**config.mk**
```make
export PLATFORM = sky130hd
export DESIGN_NAME = pmm_ram
export DESIGN_NICKNAME = d
export VERILOG_FILES = /design/src/rtl/core/pmm_ram.sv
export SDC_FILE = /design/constraint.sdc
export NUM_CORES = 1
export LEC_CHECK = 0
export ABC_CLOCK_PERIOD_IN_PS = 2300
export BUFFER_PORTS_ARGS = -buffer_cell sky130_fd_sc_hd__buf_2
export CORE_ASPECT_RATIO = 1.5
export CORE_UTILIZATION = 45
export CTS_CLUSTER_DIAMETER = 120
export CTS_CLUSTER_SIZE = 12
export DETAILED_ROUTE_END_ITERATION = 10
export SETUP_SLACK_MARGIN = 0.02
export SLEW_MARGIN = 20
export SYNTH_ARGS = -nofsm -noshare
export SYNTH_HDL_FRONTEND = slang
export SYNTH_SLANG_ARGS = --single-unit
```
**constraint.sdc**
```tcl
create_clock -name clk -period 2.3 [get_ports clk]
set_input_delay 0.23 -clock clk [delete_from_list [all_inputs] [get_ports clk]]
set_output_delay 0.23 -clock clk [all_outputs]
set_load 0.02 [all_outputs]
```
**src/rtl/core/pmm_ram.sv**
```systemverilog
// Generic RAM: one write port, two read ports with registered read data.
// No dependencies.
module pmm_ram #(
  parameter int W     = 8,
  parameter int DEPTH = 16,
  localparam int AW   = (DEPTH > 1) ? $clog2(DEPTH) : 1
) (
  input  logic          clk,
  input  logic          we,
  input  logic [AW-1:0] waddr,
  input  logic [W-1:0]  wdata,
  input  logic [AW-1:0] raddr0,
  input  logic [AW-1:0] raddr1,
  output logic [W-1:0]  rdata0,
  output logic [W-1:0]  rdata1
);

  logic [W-1:0] mem [DEPTH];
  logic [W-1:0] rd0_r;
  logic [W-1:0] rd1_r;

  always_ff @(posedge clk) begin
    if (we) begin
      mem[waddr] <= wdata;
    end
    rd0_r <= mem[raddr0];
    rd1_r <= mem[raddr1];
  end

  assign rdata0 = rd0_r;
  assign rdata1 = rd1_r;

endmodule

```
==> impl_metrics.json <==
{
  "cp_slowest_cell": "mux4_4",
  "io_buffers": 37,
  "final_nets": 389,
  "power.density_nw_per_um2": 842,
  "dr_wl_met2_um": 7220,
  "dp_slack_ns": 0.574,
  "clock_skew_ns": 0.00531,
  "netlist_instances": 307,
  "yosysMostFrequentCell": "edfxtp_1",
  "period_needed_ns": 1.40,
  "synth_seq_cells": 144,
  "wirelength_um": 13700,
  "clk_pin_slew_ns": 0.06,
  "clkPwrFrac_pct": 44.9,
  "synth_commonest_cells": "edfxtp_1 (128), mux4_2 (34), a22oi_1 (32), mux4_1 (28), nand2_1 (17)",
  "crit_fanout": 2,
  "crit_type": "register to register",
  "ys_types": 20,
  "final_hold_viol_count": 0,
  "first_global_vias": 3417,
  "drt-initial-drc-count": 221,
  "dpl.hpwl_um": 9070,
  "power_frac_comb_pct": 7.5,
  "peakVddDrop_mv": 0.514,
  "postRouteAntennaNets": 0,
  "synth_edf_count": 128,
  "setup_viol": 0,
  "antenna_found_initial": 0,
  "crit_path_start_kind": "register",
  "wl_met3_um": 619,
  "swShare_pct": 21.7,
  "cp_top_family": "multiplexers",
  "postCtsHoldBufs": 0,
  "synth_area_um2": 6350,
  "worstReg2RegStart": "mem[0][0]",
  "synthFlopType": "edfxtp_1",
  "drc": 0,
  "syn_nets": 329,
  "cts_max_path_buffers": 2,
  "tns_ns": 0,
  "row_count": 52,
  "grt_max_degree": 33,
  "rr_worst_depth": 3,
  "wl_per_cell_um": 25.3,
  "fmax_mhz": 716,
  "netlist_top_cells_area": "edfxtp_1 (61%), mux4_2 (12%), mux4_1 (12%), dfxtp_1 (5.0%), a22oi_1 (3.8%)",
  "startpoint": "mem[0][0]",
  "p_int_mw": 4.86,
  "fin_crit_sh_pct": 60.7,
  "cp-endpoint": "rdata0[0]",
  "wl_met1_um": 5660,
  "crit_path_cell_trace": "mux4_4, a22oi_1, nand2_1",
  "reg2reg_slack_ns": 0.90,
  "switchingPower_mw": 1.35,
  "root_buffer": "clkbuf_16",
  "max_stage_delay_ns": 0.60,
  "path_buf_inv": 0,
  "ctsResizeCount": 0,
  "grt_pass1_wl_um": 20900,
  "post_cts_buffers": 0,
  "drive_above_1_share_pct": 33.7,
  "synth.largest_area_cell": "edfxtp_1",
  "tightest_slew_ns": 0.728,
  "ys_async_sr_fraction_pct": 0,
  "die_x_um": 99.0,
  "holdWs_ns": 0.198,
  "ys_seq_area_share_pct": 65.6,
  "syn2layout_area_growth_pct": 16.3,
  "synth_top_area_share_pct": 60.6,
  "cts_buffers": 17,
  "yosysWarningCount": 0,
  "initial_core_util_pct": 46.7,
  "antenna_cells": 0,
  "cp_num_cells": 3,
  "arrival_ns": 1.70,
  "grt_setup_unrepaired": "no",
  "end_kind": "register",
  "critical_path_required_ns": 2.60,
  "cap_violations": 0,
  "hold_path.class": "primary input to register",
  "htreeDepth": 4,
  "vias": 3278,
  "leakage_nw": 2.58,
  "setup_slack_ns": 0.904,
  "first_pass_iters": 5,
  "place_congestion": 0.772,
  "fp.dieH_um": 147,
  "postSynthAreaPerCell_um2": 20.7,
  "slew_violations": 0,
  "coreArea_um2": 13600,
  "ios": 38,
  "dieArea_um2": 14600,
  "slew_headroom_pct": 51.3,
  "status": "complete, no violations",
  "clkLatencyLatePin_ns": 0.42,
  "rr_endpoint": "rdata0[0]",
  "highest_layer": "met4",
  "cts_tree": "built",
  "grt-ovfl-total": 0,
  "viasPerCell": 6.05,
  "seq_power_share_pct": 47.6,
  "grt_usage_pct": 20.4,
  "cts.sinks": 144
}
## power by group through the flow
stage	Clock (mW)	Sequential, mW	Combinational, mW
after CTS	2.82	2.96	0.472
after detailed placement	0	3.01	0.471
after global placement	0	3.01	0.469
final	2.79	2.95	0.468
after floorplan	0	3.04	0.264
after global routing	2.94	2.96	0.500
## routing by layer
metal,GRT usage [%],up-vias
met5,0,-
met4,6.72,0
li1,-,1462
met2,35.3,101
met3,4.35,20
met1,25.5,1695
## per-stage QoR
stage                     utilization [%]  power (mW)  area [um2]  instances
final                                54.3        6.21        7380        542
after global routing                 54.3        6.40        7380        542
after CTS                            54.3        6.25        7380        542
after detailed placement             49.9        3.48        6780        510
after global placement               49.9        3.48        6780        510
after floorplan                         -        3.31        6350        307
## worst register-to-register path, delay by kind of cell, from the launching register on
kind / cells / cell delay (ns)
muxes: 1 / 0.60
DFF: 1 / 0.39
AOI/OAI and AO/OA: 1 / 0.23
and+or+nand+nor: 1 / 0.07
## placed cells by master (no fill, tap or decap), types with 3 or more instances in the layout
cell type,count
buf_4,21
buf_12,3
inv_6,3
nand2_1,17
buf_2,37
clkbuf_16,17
nor2_1,14
nor3_1,4
mux4_1,28
edfxtp_1,128
clkinv_2,3
mux4_2,34
a22oi_1,32
dfxtp_1,16
bufinv_16,3
## area by class of cell
type,instances,area [um2]
clock buffer,18,439
clock inverter,14,163
fill,1040,6220
multi-input combinational,143,2010
sequential,144,4160
tap,162,203
timing repair buffer,61,403
## state kept, by name, summed over array words and instances (netlist names)
register and count:
mem 128, rdata0 8, rdata1 8
## logic make-up (layout without fill, tap and decap cells)
logic type	Yosys count	count (layout)	share of synthesized area, %
AND/OR/NAND/NOR	47	47	3.43
flip-flops	144	144	65.6
AO/OA/AOI/OAI	32	32	3.79
multiplexers	64	64	24.4
buffers and inverters	20	93	2.72
## how the worst min path moves through the flow
stage,startpoint,slack [ns],cells past startpoint,endpoint
floorplan,wdata[0],0.33,0,mem[0][0]
global placement,wdata[4],0.61,1,mem[6][4]
detailed placement,wdata[7],0.63,1,mem[5][7]
CTS,wdata[7],0.19,1,mem[5][7]
global route,wdata[3],0.20,1,mem[8][3]
finish,wdata[3],0.20,1,mem[8][3]
Note: power is estimated with default switching activity, not from simulation.
