File: src/rtl/core/pmm_pkg.sv
// Package for pile_merge_min_cost: shared constants and the control structs
// passed between the sequencer, the arithmetic unit and the top level.
// No dependencies.
package pmm_pkg;

  localparam int MAX_PILES_DEF = 64;
  localparam int WEIGHT_W      = 16;
  localparam int COST_W        = 32;

  localparam logic [COST_W-1:0] COST_MAX = '1;

  typedef struct packed {
    logic tot;
    logic wrap;
    logic acc;
    logic first;
    logic za;
    logic zb;
  } alu_ctl_t;

  typedef struct packed {
    logic busy;
    logic res_load;
    logic single;
  } seq_stat_t;

endpackage

File: src/rtl/core/pmm_seq.sv
// Sequencer: walks interval length, start pile and split point, drives the
// prefix and cost table addresses and the shared unit. Depends on pmm_pkg.
module pmm_seq #(
  parameter int MAX_PILES = pmm_pkg::MAX_PILES_DEF,
  localparam int IW = (MAX_PILES > 1) ? $clog2(MAX_PILES) : 1,
  localparam int CW = $clog2(MAX_PILES + 1)
) (
  input  logic                clk,
  input  logic                rst_n,
  input  logic                start,
  input  logic [CW-1:0]       n_in,
  input  logic                circ,
  input  logic                out_free,
  output logic [IW-1:0]       p_raddr0,
  output logic [IW-1:0]       p_raddr1,
  output logic                c_we,
  output logic [2*IW-1:0]     c_waddr,
  output logic [2*IW-1:0]     c_raddr0,
  output logic [2*IW-1:0]     c_raddr1,
  output pmm_pkg::alu_ctl_t   ctl,
  output pmm_pkg::seq_stat_t  stat
);

  typedef enum logic [7:0] {
    ST_LOAD  = 8'b0000_0001,
    ST_TOT   = 8'b0000_0010,
    ST_K     = 8'b0000_0100,
    ST_WAIT  = 8'b0000_1000,
    ST_WB    = 8'b0001_0000,
    ST_FIN   = 8'b0010_0000,
    ST_FWAIT = 8'b0100_0000,
    ST_DONE  = 8'b1000_0000
  } state_t;

  state_t        state_r, state_nxt;
  logic [CW-1:0] n_r, n_nxt;
  logic [CW-1:0] len_r, len_nxt;
  logic [IW-1:0] s_r, s_nxt;
  logic [IW-1:0] k_r, k_nxt;
  logic          single_r, single_nxt;

  logic [CW:0]   end_idx;
  logic [CW:0]   e_idx;
  logic          wrap;
  logic [IW:0]   j_idx;
  logic [IW:0]   jw;
  logic [CW-1:0] lm_k;
  logic [CW-1:0] nm1;
  logic [CW-1:0] lenm1;
  logic [CW:0]   s_p1;
  logic          row_end;
  logic          k_last;
  logic          fin_last;

  always_comb begin
    end_idx  = (CW+1)'(s_r) + (CW+1)'(len_r);
    wrap     = end_idx >= (CW+1)'(n_r);
    e_idx    = wrap ? (end_idx - (CW+1)'(n_r)) : end_idx;
    j_idx    = (IW+1)'(s_r) + (IW+1)'(k_r);
    jw       = (j_idx >= (IW+1)'(n_r)) ? (j_idx - (IW+1)'(n_r)) : j_idx;
    lm_k     = len_r - CW'(k_r) - CW'(1);
    nm1      = n_r - CW'(1);
    lenm1    = len_r - CW'(1);
    s_p1     = (CW+1)'(s_r) + (CW+1)'(1);
    row_end  = circ ? (s_p1 == (CW+1)'(n_r))
                    : ((s_p1 + (CW+1)'(len_r)) > (CW+1)'(n_r));
    k_last   = (CW'(k_r) + CW'(1)) == len_r;
    fin_last = !circ || (s_p1 == (CW+1)'(n_r));
  end

  always_comb begin
    p_raddr0 = s_r;
    p_raddr1 = e_idx[IW-1:0];
    c_we     = (state_r == ST_WB);
    c_waddr  = {s_r, lenm1[IW-1:0]};
    c_raddr0 = (state_r == ST_FIN) ? {s_r, nm1[IW-1:0]} : {s_r, k_r - IW'(1)};
    c_raddr1 = {jw[IW-1:0], lm_k[IW-1:0]};

    ctl = '0;
    if (state_r == ST_TOT) begin
      ctl.tot  = 1'b1;
      ctl.wrap = wrap;
    end
    if (state_r == ST_K) begin
      ctl.acc   = 1'b1;
      ctl.first = (k_r == IW'(1));
      ctl.za    = (k_r == IW'(1));
      ctl.zb    = (lm_k == '0);
    end
    if (state_r == ST_FIN) begin
      ctl.acc   = 1'b1;
      ctl.first = (s_r == '0);
      ctl.zb    = 1'b1;
    end

    stat.busy     = (state_r != ST_LOAD);
    stat.res_load = (state_r == ST_DONE) && out_free;
    stat.single   = single_r;
  end

  always_comb begin
    state_nxt  = state_r;
    n_nxt      = n_r;
    len_nxt    = len_r;
    s_nxt      = s_r;
    k_nxt      = k_r;
    single_nxt = single_r;
    unique case (state_r)
      ST_LOAD: begin
        if (start) begin
          n_nxt      = n_in;
          len_nxt    = CW'(2);
          s_nxt      = '0;
          single_nxt = (n_in <= CW'(1));
          state_nxt  = (n_in <= CW'(1)) ? ST_DONE : ST_TOT;
        end
      end
      ST_TOT: begin
        k_nxt     = IW'(1);
        state_nxt = ST_K;
      end
      ST_K: begin
        if (k_last) begin
          state_nxt = ST_WAIT;
        end else begin
          k_nxt = k_r + IW'(1);
        end
      end
      ST_WAIT: begin
        state_nxt = ST_WB;
      end
      ST_WB: begin
        if (row_end) begin
          s_nxt = '0;
          if (len_r == n_r) begin
            state_nxt = ST_FIN;
          end else begin
            len_nxt   = len_r + CW'(1);
            state_nxt = ST_TOT;
          end
        end else begin
          s_nxt     = s_r + IW'(1);
          state_nxt = ST_TOT;
        end
      end
      ST_FIN: begin
        if (fin_last) begin
          state_nxt = ST_FWAIT;
        end else begin
          s_nxt = s_r + IW'(1);
        end
      end
      ST_FWAIT: begin
        state_nxt = ST_DONE;
      end
      ST_DONE: begin
        if (out_free) begin
          state_nxt = ST_LOAD;
        end
      end
      default: begin
        state_nxt = ST_LOAD;
      end
    endcase
  end

  always_ff @(posedge clk) begin
    if (!rst_n) begin
      state_r  <= ST_LOAD;
      n_r      <= '0;
      len_r    <= '0;
      s_r      <= '0;
      k_r      <= '0;
      single_r <= 1'b0;
    end else begin
      state_r  <= state_nxt;
      n_r      <= n_nxt;
      len_r    <= len_nxt;
      s_r      <= s_nxt;
      k_r      <= k_nxt;
      single_r <= single_nxt;
    end
  end

`ifndef SYNTH
  a_start_idle: assert property (@(posedge clk) disable iff (!rst_n)
    start |-> (state_r == ST_LOAD))
    else $error("set closed while computing");

  a_split_range: assert property (@(posedge clk) disable iff (!rst_n)
    (state_r == ST_K) |-> ((CW'(k_r) < len_r) && (k_r != '0)))
    else $error("split point outside interval");

  a_interval_range: assert property (@(posedge clk) disable iff (!rst_n)
    (state_r == ST_TOT) |-> ((len_r <= n_r) && (CW'(s_r) < n_r) && (len_r >= CW'(2))))
    else $error("interval outside loaded piles");

  a_wb_after_wait: assert property (@(posedge clk) disable iff (!rst_n)
    (state_r == ST_WB) |-> ($past(state_r) == ST_WAIT))
    else $error("write-back without finished minimum");
`endif

endmodule

File: config.mk
export PLATFORM = sky130hd
export DESIGN_NAME = pmm_seq
export DESIGN_NICKNAME = d
export VERILOG_FILES = /design/src/rtl/core/pmm_pkg.sv /design/src/rtl/core/pmm_seq.sv
export SDC_FILE = /design/constraint.sdc
export NUM_CORES = 1
export LEC_CHECK = 0
export ABC_CLOCK_PERIOD_IN_PS = 4700
export BUFFER_PORTS_ARGS = -buffer_cell sky130_fd_sc_hd__buf_4
export CAP_MARGIN = 10
export CORE_ASPECT_RATIO = 0.6
export CORE_MARGIN = 2
export CORE_UTILIZATION = 45
export CTS_CLUSTER_SIZE = 14
export DETAILED_ROUTE_END_ITERATION = 10
export GPL_ROUTABILITY_DRIVEN = 1
export PLACE_DENSITY = 0.74
export SYNTH_ARGS = -nofsm -noshare
export SYNTH_HDL_FRONTEND = slang
export SYNTH_SLANG_ARGS = --single-unit
File: constraint.sdc
create_clock -name clk -period 4.7 [get_ports clk]
set_input_delay 0.94 -clock clk [delete_from_list [all_inputs] [get_ports clk]]
set_output_delay 0.94 -clock clk [all_outputs]
set_load 0.02 [all_outputs]
==> impl_results.md, run 1 <==
* Status: complete, no violations
* Commonest non-fill, non-tap cell in the layout: buf_4
* # H-tree levels at 2
* Worst VDD drop at between 200 and 250 µV
* Via Count at 4234
* Clock-pin slew of the registers on the worst-case setup and hold paths at 0.07 ns
* Hold Crit Class: reg -> reg
* Root buffer cell: clkbuf_16
* Power per Cell Area at between 200 and 300 nW/µm²
* Die height at 79.1 µm
* Mapped Nets at around 600
* Post-synth EDFFs at 0
* Core area at around 9200 µm²
* HPWL Detailed at approximately 10 mm
* Cell Rows at 27
* Iteration count of the initial detailed-routing pass at 5
* # DRC at 0
* Overall Global Routing Usage at around 26%
* Pre-CTS setup slack at ~0.2 ns
* Largest net degree at the start of global routing at 24
* R2R cell count at 17
* Worst-margin pin slew at between 0.8 and 0.9 ns
* Synth warn at 0
* Layout Cells excl Fill at 725
* Area of the multi-input gates at roughly 3200 µm²
* CP required at approximately 3.8 ns
* R2R setup slack at 0.32 ns
* CP arrival at 3.63 ns
* First-pass GRT wire length at about 20 mm
* Layout cells sized above 1 at 20.7%
* DR iter-0 viols at ~500
* Initial antenna violation count at 0
* Die W at 129 µm
* Vias/cell at between 5 and 6
* Min-Delay Path Depth at 2
* Final Hold Viols at 0
* ANT cells at 0
* Synth Flop Type: dfxtp_1
* Vias in the first global route at 3843
* IO buf count at just under 70
* Remaining antenna violation count at 0
* Fillers at between 800 and 900
* CP Class: reg -> out
* Final Wtd Congestion at just over 1
* Max frequency at ~0.22 GHz
* Max Clock Skew at about 0.0084 ns
* Worst Hold Launch: single_r
* Placed Cells at roughly 710
* Commonest cells after routing, fill and taps aside: buf_4 (91), ha_1 (54), nor2_1 (41)
* Num CTS Buffers at 5
* Area grow syn2layout at 19.9%
* Relative slew slack at between 40% and 50%
* Final Max Tran Viols at 0
* Fraction of the cycle the final worst path needs at 97.2%
* Syn Area/Cell at between 7 and 8 µm²
* GR Overflow Total at 0
* Seq cells post-synth at 35
* CTS tree: built
* Wirelength per Cell at approximately 18 µm
* Die area at roughly 10000 µm²
* Net count, final at between 600 and 700
* Min Tclk post-route at ~4.6 ns
* Worst skew pair latency at just under 0.3 ns
* Reg-to-Reg Start: p_raddr0[1]
* Top Ports at 70
* Final WL at ~13 mm
* RR Endpoint: len_r[5]
* Critical Path Fanout Max at 7
* Synth Instances at approximately 530
* Asr flop ratio synth at 0%
* CP Launch Type: register
* Critical path endpoint category: output port
* Clk sink count at 35
* Seq/Total Area, Yosys at between 15 and 20%
* Cell Area, Synth at between 4000 and 5000 µm²
* Distinct cells, synth at 57
* Setup ws final at roughly 0.13 ns
* Post-CTS Hold Buffers at 0
* Max clock buf depth at 2
* Maxcap violations at 0
* Pleak at 2.43 nW
* WHS Endpoint: single_r
* Final setup viols at 0
* Starting Density at a little under half
* Storage cell area at 704 µm²
-- power by group --
group / switching [W] / internal, W
Sequential: 0.0000232 / 0.000313
Combinational: 0.000407 / 0.000327
Clock: 0.000146 / 0.000253
-- through the flow --
| step | area (µm²) | TNS (ns) | hold slack, ns | util [%] | total power (W) |
|---|---|---|---|---|---|
| 5_1_grt | 5070 | -0.0356 | 0.542 | 55.4 | 0.00155 |
| 3_3_place_gp | 4850 | 0 | 0.473 | 52.9 | 0.00104 |
| 3_5_place_dp | 4850 | 0 | 0.488 | 52.9 | 0.00105 |
| 6_report | 5070 | 0 | 0.502 | 55.4 | 0.00147 |
| 4_1_cts | 5020 | 0 | 0.504 | 54.9 | 0.00145 |
| 2_1_floorplan | 4230 | 0 | 0.456 | - | 0.000814 |
-- Yosys cell counts (all sizes together) (4+ instances only) --
cell	number	area, µm²
dfxtp	35	701
buf	16	119
nand2b	5	31.3
or3	4	25.0
o21bai	9	67.6
clkbuf	21	78.8
inv	40	150
ha	55	688
nor2	41	154
xor2	22	193
a21oi	33	165
nand3	26	130
o211ai	6	45.0
nor4	5	31.3
or4	6	52.6
a31oi	4	25.0
nand2	34	128
mux2	11	124
a21o	9	67.6
nor3	15	75.1
xnor2	39	342
mux2i	11	110
o21a	5	37.5
nand3b	7	52.6
nand4	6	37.5
nand4b	5	43.8
and3	6	42.5
o21ai	12	60.1
fa	6	120
-- cell families after synthesis --
logic type	count (synthesis)	synth area share, %
buffers and inverters	77	8.23
adders and majority gates	61	19.1
xor gates and xnor gates	62	13.2
AOI/OAI and AO/OA	102	16.0
muxes	22	5.53
DFF	35	16.6
and+or+nand+nor	174	21.4
-- flip-flops by register name, indices dropped and copies added (netlist names) --
| register | flops |
|---|---|
| single_r | 1 |
| state_r | 8 |
| len_r | 7 |
| k_r | 6 |
| n_r | 7 |
| p_raddr0 | 6 |
-- layout make-up --
| cell class | instances | share of cell area, % |
|---|---|---|
| repair buffers | 91 | 13.5 |
| well taps | 130 | 3.21 |
| clock buffers | 5 | 2.47 |
| inverters | 40 | 2.96 |
| clock inverters | 3 | 0.938 |
| multi-input cells | 421 | 63.1 |
| flip-flops and latches | 35 | 13.9 |
-- metal layers --
metal  GRT usage [%]  vias to the layer above  share of wire (%)
li1                -                     1997                  -
met1            38.8                     1973                 46
met2            37.4                      245                 41
met3            4.78                       19                 11
met4            4.89                        0                1.3
met5               0                        -                  0
-- worst max-delay path, stage by stage, from the launching register on --
cell and delay, ns:
dfxtp_2 0.36, ha_1 0.24, fa_2 0.35, a21oi_1 0.13, nor2_1 0.05, nor2_1 0.16
xnor2_1 0.17, ha_1 0.29, and3_1 0.19, a31oi_1 0.15, o21ai_0 0.14, a21o_1 0.21
a221oi_2 0.20, buf_4 0.19, mux2_2 0.34, buf_4 0.16
-- repair_timing --
action,CTS,global route
pin swaps,0,4
setup endpoints to repair,5,14
gates resized for setup,1,6
setup buffers,0,4
-- how the worst max path moves through the flow --
stage,startpoint,end,slack (ns),cells past startpoint
2_1_floorplan,p_raddr0[0],p_raddr1[0],0.12,13
3_3_place_gp,k_r[0],c_raddr1[8],0.27,11
3_5_place_dp,k_r[0],c_raddr1[8],0.20,11
4_1_cts,p_raddr0[0],p_raddr1[4],0.03,15
5_1_grt,p_raddr0[0],p_raddr1[4],-0.02,15
6_report,p_raddr0[0],p_raddr1[4],0.13,15
Note: power is estimated with default switching activity, not from simulation.
==> run 2: changes to the inputs <==
Settings changed: PLACE_DENSITY 0.74 to 0.75.
==> run 2 against run 1 <==
  * Register-to-register slack barely moved
  * Clock skew fell by 0.0019 ns
  * Combinational power barely moved
  * Final cell count rose by 0.14%
  * Flip-flop and latch count did not move
  * First-iteration DRC count fell by 18%
  * Via count rose by 2.1%
  * Core utilization rose by 0.068 points
  * Power fell by 0.64%
  * Critical endpoint is now c_raddr1[8]
==> impl_results.md, run 2 (same netlist as run 1, synthesis figures left out) <==
* Status: complete, no violations
* DR iter-0 viols at 411 (-18%)
* Starting Density at 46.2% (unchanged)
* Final Max Tran Viols at 0 (unchanged)
* Fillers at 839 (+0.72%)
* Setup_tns at 0 ns (unchanged)
* Worst-margin pin slew at 1.21 ns (+0.377 ns)
* Clock-pin slew of the registers on the worst-case setup and hold paths at 0.06 ns (about the same)
* Wirelength per Cell at 18.0 µm (-0.64%)
* First-pass GRT wire length at 20.7 mm (+2.3%)
* Storage cell area at 703 µm² (-0.18%)
* Final Wtd Congestion at 1.00 (-2.7%)
* Biggest regs: state_r x8, len_r x7, n_r x7
* Core area at 9160 µm² (unchanged)
* GR Overflow Total at 0 (unchanged)
* Max reg flops at 8 (unchanged)
* Hold Crit Class: reg -> reg
* Root buffer cell: clkbuf_16
* Layout cells sized above 1 at 20.8% (+0.13 points)
* Die W at 129 µm (unchanged)
* CP Cell Sequence: ha_1 -> fa_1 -> ha_1 -> nor2b_1 -> o21ai_0 -> a21boi_0 -> o21ai_0 -> a21boi_0 -> o22ai_2 -> buf_4 -> mux2_2 -> buf_4
* Num CTS Buffers at 5 (unchanged)
* Pleak at 2.43 nW (+0.23%)
* Vias in the first global route at 4025 (+4.7%)
* Crit path buffers/inverters at 2 (unchanged)
* Vias/cell at 5.95 (+2.0%)
* Max clock buf depth at 2 (unchanged)
* Remaining antenna violation count at 0 (unchanged)
* Die height at 79.1 µm (unchanged)
* Final Hold Viols at 0 (unchanged)
* Critical path endpoint category: output port
* Cell Rows at 27 (unchanged)
* IO buf count at 69 (unchanged)
* Area grow syn2layout at 20.1%
* Max frequency at 0.220 GHz (+0.56%)
* Power per Cell Area at 288 nW/µm² (-0.76%)
* CTS tree: built
* Via Count at 4323 (+2.1%)
* CP required at 3.76 ns (about the same)
* Clk sink count at 35 (unchanged)
* Max Clock Skew at 0.00656 ns (-0.00189 ns)
* CP Class: reg -> out
* Maxcap violations at 0 (unchanged)
* Area of the multi-input gates at 3200 µm² (+0.12%)
* Relative slew slack at 18.3% (-26 points)
* Commonest non-fill, non-tap cell in the layout: buf_4
* Initial antenna violation count at 0 (unchanged)
* # DRC at 0 (unchanged)
* Die area at 10200 µm² (unchanged)
* Iteration count of the initial detailed-routing pass at 5 (unchanged)
* Overall Global Routing Usage at 25.9% (+0.33 points)
* Critical Path Fanout Max at 8 (+1)
* HPWL Detailed at 10.3 mm (+2.1%)
* Top Ports at 70 (unchanged)
* Final WL at 13.1 mm (-0.50%)
* Commonest cells after routing, fill and taps aside: buf_4 (92), ha_1 (55), inv_1 (40), nor2_1 (40), xnor2_1 (39)
* # H-tree levels at 2 (unchanged)
* Largest net degree at the start of global routing at 24 (unchanged)
* ANT cells at 0 (unchanged)
* Net count, final at 668 (+0.15%)
* CP peak stage delay at 0.54 ns (+0.18 ns)
* Biggest register: state_r
* Pwr Total at 0.00146 W (-0.64%)
* CP arrival at 3.60 ns (-0.03 ns)
* Top Family by Delay on Critical Path: adder cells
* Worst VDD drop at 167 µV (-18%)
* Min Tclk post-route at 4.54 ns (-0.0255 ns)
* Worst skew pair latency at 0.29 ns (about the same)
* Slowest-stage cell, CP: dfxtp_1
* Final setup viols at 0 (unchanged)
* RSZ-0062 raised after global routing: false
* CP Launch Type: register
* Fraction of the cycle the final worst path needs at 96.7% (-0.54 points)
run 2: cell types whose count changed in the layout (fill, tap and decap cells not counted):
cell,before,now
a21oi_1,33,32
a21oi_2,0,1
buf_4,91,92
clkinv_2,0,1
dfxtp_1,32,33
dfxtp_2,3,2
ha_1,54,55
ha_2,1,0
inv_6,1,0
nor2_1,41,40
nor2_2,0,1
o21ai_0,12,11
o21ai_1,0,1
run 2: power by group:
group          internal (W)  switching (W)  total (W)
registers          0.000313      0.0000234   0.000336
logic              0.000327       0.000410   0.000737
clock network      0.000250       0.000136   0.000386
total              0.000890       0.000569    0.00146
run 2: final cells by class:
type | count | share of cell area (%)
tap | 130 | 3.20
sequential | 35 | 13.9
inverter | 40 | 2.96
clock inverter | 3 | 0.863
clock buffer | 5 | 2.46
multi-input combinational | 421 | 63.1
timing repair buffer | 92 | 13.6
run 2: per-stage QoR:
step	utilization [%]	cell area [µm²]	hold slack, ns	std cells	setup slack [ns]
after floorplan	-	4230	0.456	533	0.121
after global placement	52.8	4840	0.477	712	0.313
after detailed placement	52.8	4840	0.484	712	0.235
after CTS	55.2	5050	0.501	725	0.0324
after global routing	55.4	5080	0.540	726	0.00542
final	55.4	5080	0.494	726	0.157
run 2: path summary, 6_finish.rpt:
kind | start | to | slack (ns) | cells past startpoint
worst max-delay path | k_r[0] | c_raddr1[8] | 0.16 | 12
worst min-delay path | single_r | single_r | 0.49 | 2
worst max register to register | p_raddr0[1] | len_r[5] | 0.33 | 15
worst min register to register | single_r | single_r | 0.49 | 2
run 2: routing by layer:
metal	routed length [µm]	part of all wire [%]	up-vias	global-route usage (%)
met5	0	0	-	0
met4	223	1.7	0	5.54
met3	1370	10	30	5.39
met2	5260	40	249	38.4
met1	6230	48	2048	38.4
li1	-	-	1996	-
run 2: what timing repair did:
action	CTS	global route
gates resized for setup	2	6
buffers inserted	5	1
endpoints found under the setup margin	10	13
hold buffers	0	0
pin swaps	2	2
run 2: worst register-to-register path, cell delays in order (launching register included):
cell and delay [ns]:
dfxtp_2 0.46, ha_1 0.37, nand3_1 0.22, xnor2_1 0.28, ha_1 0.33, a21o_1 0.19
a31o_2 0.24, xor2_1 0.15, ha_1 0.30, nand3_1 0.13, nor2_1 0.07, a211oi_1 0.33
a211o_1 0.20, nand3_1 0.31, or4_1 0.58, a21oi_1 0.14
==> run 3: changes to the inputs <==
Settings changed: PLACE_DENSITY 0.75 to 0.66.
==> run 3 against run 2 <==
  * Sequential power about the same
  * Die area unchanged
  * Maximum frequency is 0.32% higher
  * Combinational power decreased by 0.5%
  * Non-clock buffer count fell by 3
==> impl_results.md, run 3 (same netlist as run 1, synthesis figures left out) <==
* GR Overflow Total at 0 (unchanged)
* Die area at 10200 µm² (unchanged)
* Hold Crit Class: reg -> reg
* Initial antenna violation count at 0 (unchanged)
* Worst VDD drop at 161 µV (-3.2%)
* CP required at 3.76 ns (about the same)
* Via Count at 4153 (-3.9%)
* Max clock buf depth at 2 (unchanged)
* Biggest regs: state_r x8, len_r x7, n_r x7
* Remaining antenna violation count at 0 (unchanged)
* Worst setup path startpoint: p_raddr0[0]
* First-pass GRT wire length at 20.0 mm (-3.6%)
* Area grow syn2layout at 19.8%
* Fraction of the cycle the final worst path needs at 96.3% (-0.31 points)
* CP arrival at 3.59 ns (about the same)
* Starting Density at 46.2% (unchanged)
* Final setup viols at 0 (unchanged)
* Die W at 129 µm (unchanged)
* Final WL at 12.8 mm (-2.4%)
* CTS tree: built
* Worst-margin pin slew at 0.813 ns (-0.396 ns)
* Layout cells sized above 1 at 20.6% (-0.23 points)
* Final core occ at 55.3% (-0.14 points)
* Clk sink count at 35 (unchanged)
* Cell Rows at 27 (unchanged)
* Final Hold Viols at 0 (unchanged)
* Commonest cells after routing, fill and taps aside: buf_4 (89), ha_1 (54), inv_1 (40), nor2_1 (40), xnor2_1 (38)
* Biggest register: state_r
* Routed wl met2 at 5.15 mm (-2.2%)
* Net count, final at 665 (-0.45%)
* M1 wire length at 6.28 mm (+0.71%)
* CP Launch Type: register
* R2R setup slack at 0.42 ns (+0.09 ns)
* ANT cells at 0 (unchanged)
* Die height at 79.1 µm (unchanged)
* # DRC at 0 (unchanged)
* Overall Global Routing Usage at 25.5% (-0.38 points)
* Root buffer cell: clkbuf_16
* Num CTS Buffers at 5 (unchanged)
* Power per Cell Area at 290 nW/µm² (+0.89%)
* # H-tree levels at 2 (unchanged)
* Critical path endpoint category: output port
* Setup ws final at 0.172 ns (+0.0145 ns)
* Worst skew pair latency at 0.29 ns (about the same)
* Uppermost layer routed: met4
* Post-route cell area at 5060 µm² (-0.25%)
* IO buf count at 69 (unchanged)
* WL met3 at 1.26 mm (-8.4%)
* Relative slew slack at 45.7% (+27 points)
* Vias in the first global route at 3702 (-8.0%)
* Pleak at 2.43 nW (-0.20%)
* Max reg flops at 8 (unchanged)
* Wirelength per Cell at 17.7 µm (-2.0%)
* Clock-pin slew of the registers on the worst-case setup and hold paths at 0.06 ns (about the same)
* DR iter-0 viols at 303 (-26%)
* Max frequency at 0.221 GHz (+0.32%)
* Vias/cell at 5.74 (-3.5%)
* Reg-to-Reg Start: p_raddr0[1]
* Final Wtd Congestion at 0.985 (-1.6%)
* Max Clock Skew at 0.00664 ns (+0.0000723 ns)
* Placement Cell Area at 4850 µm² (+0.31%)
* HPWL Detailed at 10.1 mm (-1.8%)
* Largest net degree at the start of global routing at 24 (unchanged)
* Worst Hold Launch: single_r
* Pre-CTS setup slack at 0.332 ns (+0.0971 ns)
* Commonest non-fill, non-tap cell in the layout: buf_4
* Top Ports at 70 (unchanged)
* Iteration count of the initial detailed-routing pass at 5 (unchanged)
* Core area at 9160 µm² (unchanged)
* Final Max Tran Viols at 0 (unchanged)
* Maxcap violations at 0 (unchanged)
* Min Tclk post-route at 4.53 ns (-0.0145 ns)
* Status: complete, no violations
* CP Class: reg -> out
* Critical Path Fanout Max at 7 (-1)
-- run 3: path summary, 6_finish.rpt --
check                 to  cells after the start
max          p_raddr1[4]                     15
min             single_r                      2
max reg2reg     len_r[5]                     17
min reg2reg     single_r                      2
-- run 3: layer usage --
| metal | vias to the layer above | GRT usage, % |
|---|---|---|
| met5 | - | 0 |
| met4 | 0 | 3.59 |
| met2 | 201 | 35.3 |
| met1 | 1947 | 40.0 |
| li1 | 1997 | - |
| met3 | 8 | 6.00 |
-- run 3: repair_timing --
| item | in CTS | in global routing |
|---|---|---|
| buffers inserted | 0 | 1 |
| endpoints found under the setup margin | 0 | 14 |
| resized for setup | 0 | 9 |
| hold buffers | 0 | 0 |
-- run 3: per-stage QoR --
| step | setup TNS [ns] | std cells | hold WS [ns] | power [W] |
|---|---|---|---|---|
| floorplan | 0 | 533 | 0.456 | 0.000814 |
| global placement | 0 | 714 | 0.482 | 0.00104 |
| detailed placement | 0 | 714 | 0.497 | 0.00105 |
| CTS | 0 | 722 | 0.511 | 0.00145 |
| global route | -0.0650 | 723 | 0.560 | 0.00155 |
| finish | 0 | 723 | 0.497 | 0.00147 |
-- run 3: report_power, final --
| part | internal, W | switching (W) |
|---|---|---|
| Clock | 0.000253 | 0.000149 |
| Sequential | 0.000313 | 0.0000207 |
| Combinational | 0.000324 | 0.000409 |
-- run 3: layout make-up --
type	count	area, µm²
multi-input cells	421	3210
well taps	130	163
inverters	40	150
clock buffers	5	125
repair buffers	89	668
clock inverters	3	47.5
fillers	839	4090
flip-flops and latches	35	703
-- run 3: worst max-delay path: stages, from the launching register on --
cell and delay, ns:
dfxtp_2 0.36, ha_2 0.21, fa_2 0.35, a21oi_1 0.14, nor2_1 0.07, nor2_2 0.18
xnor2_2 0.09, ha_1 0.35, and3_1 0.19, a31oi_1 0.15, o21ai_1 0.10, a21o_1 0.20
a221oi_2 0.21, buf_4 0.19, mux2_2 0.35, buf_4 0.16
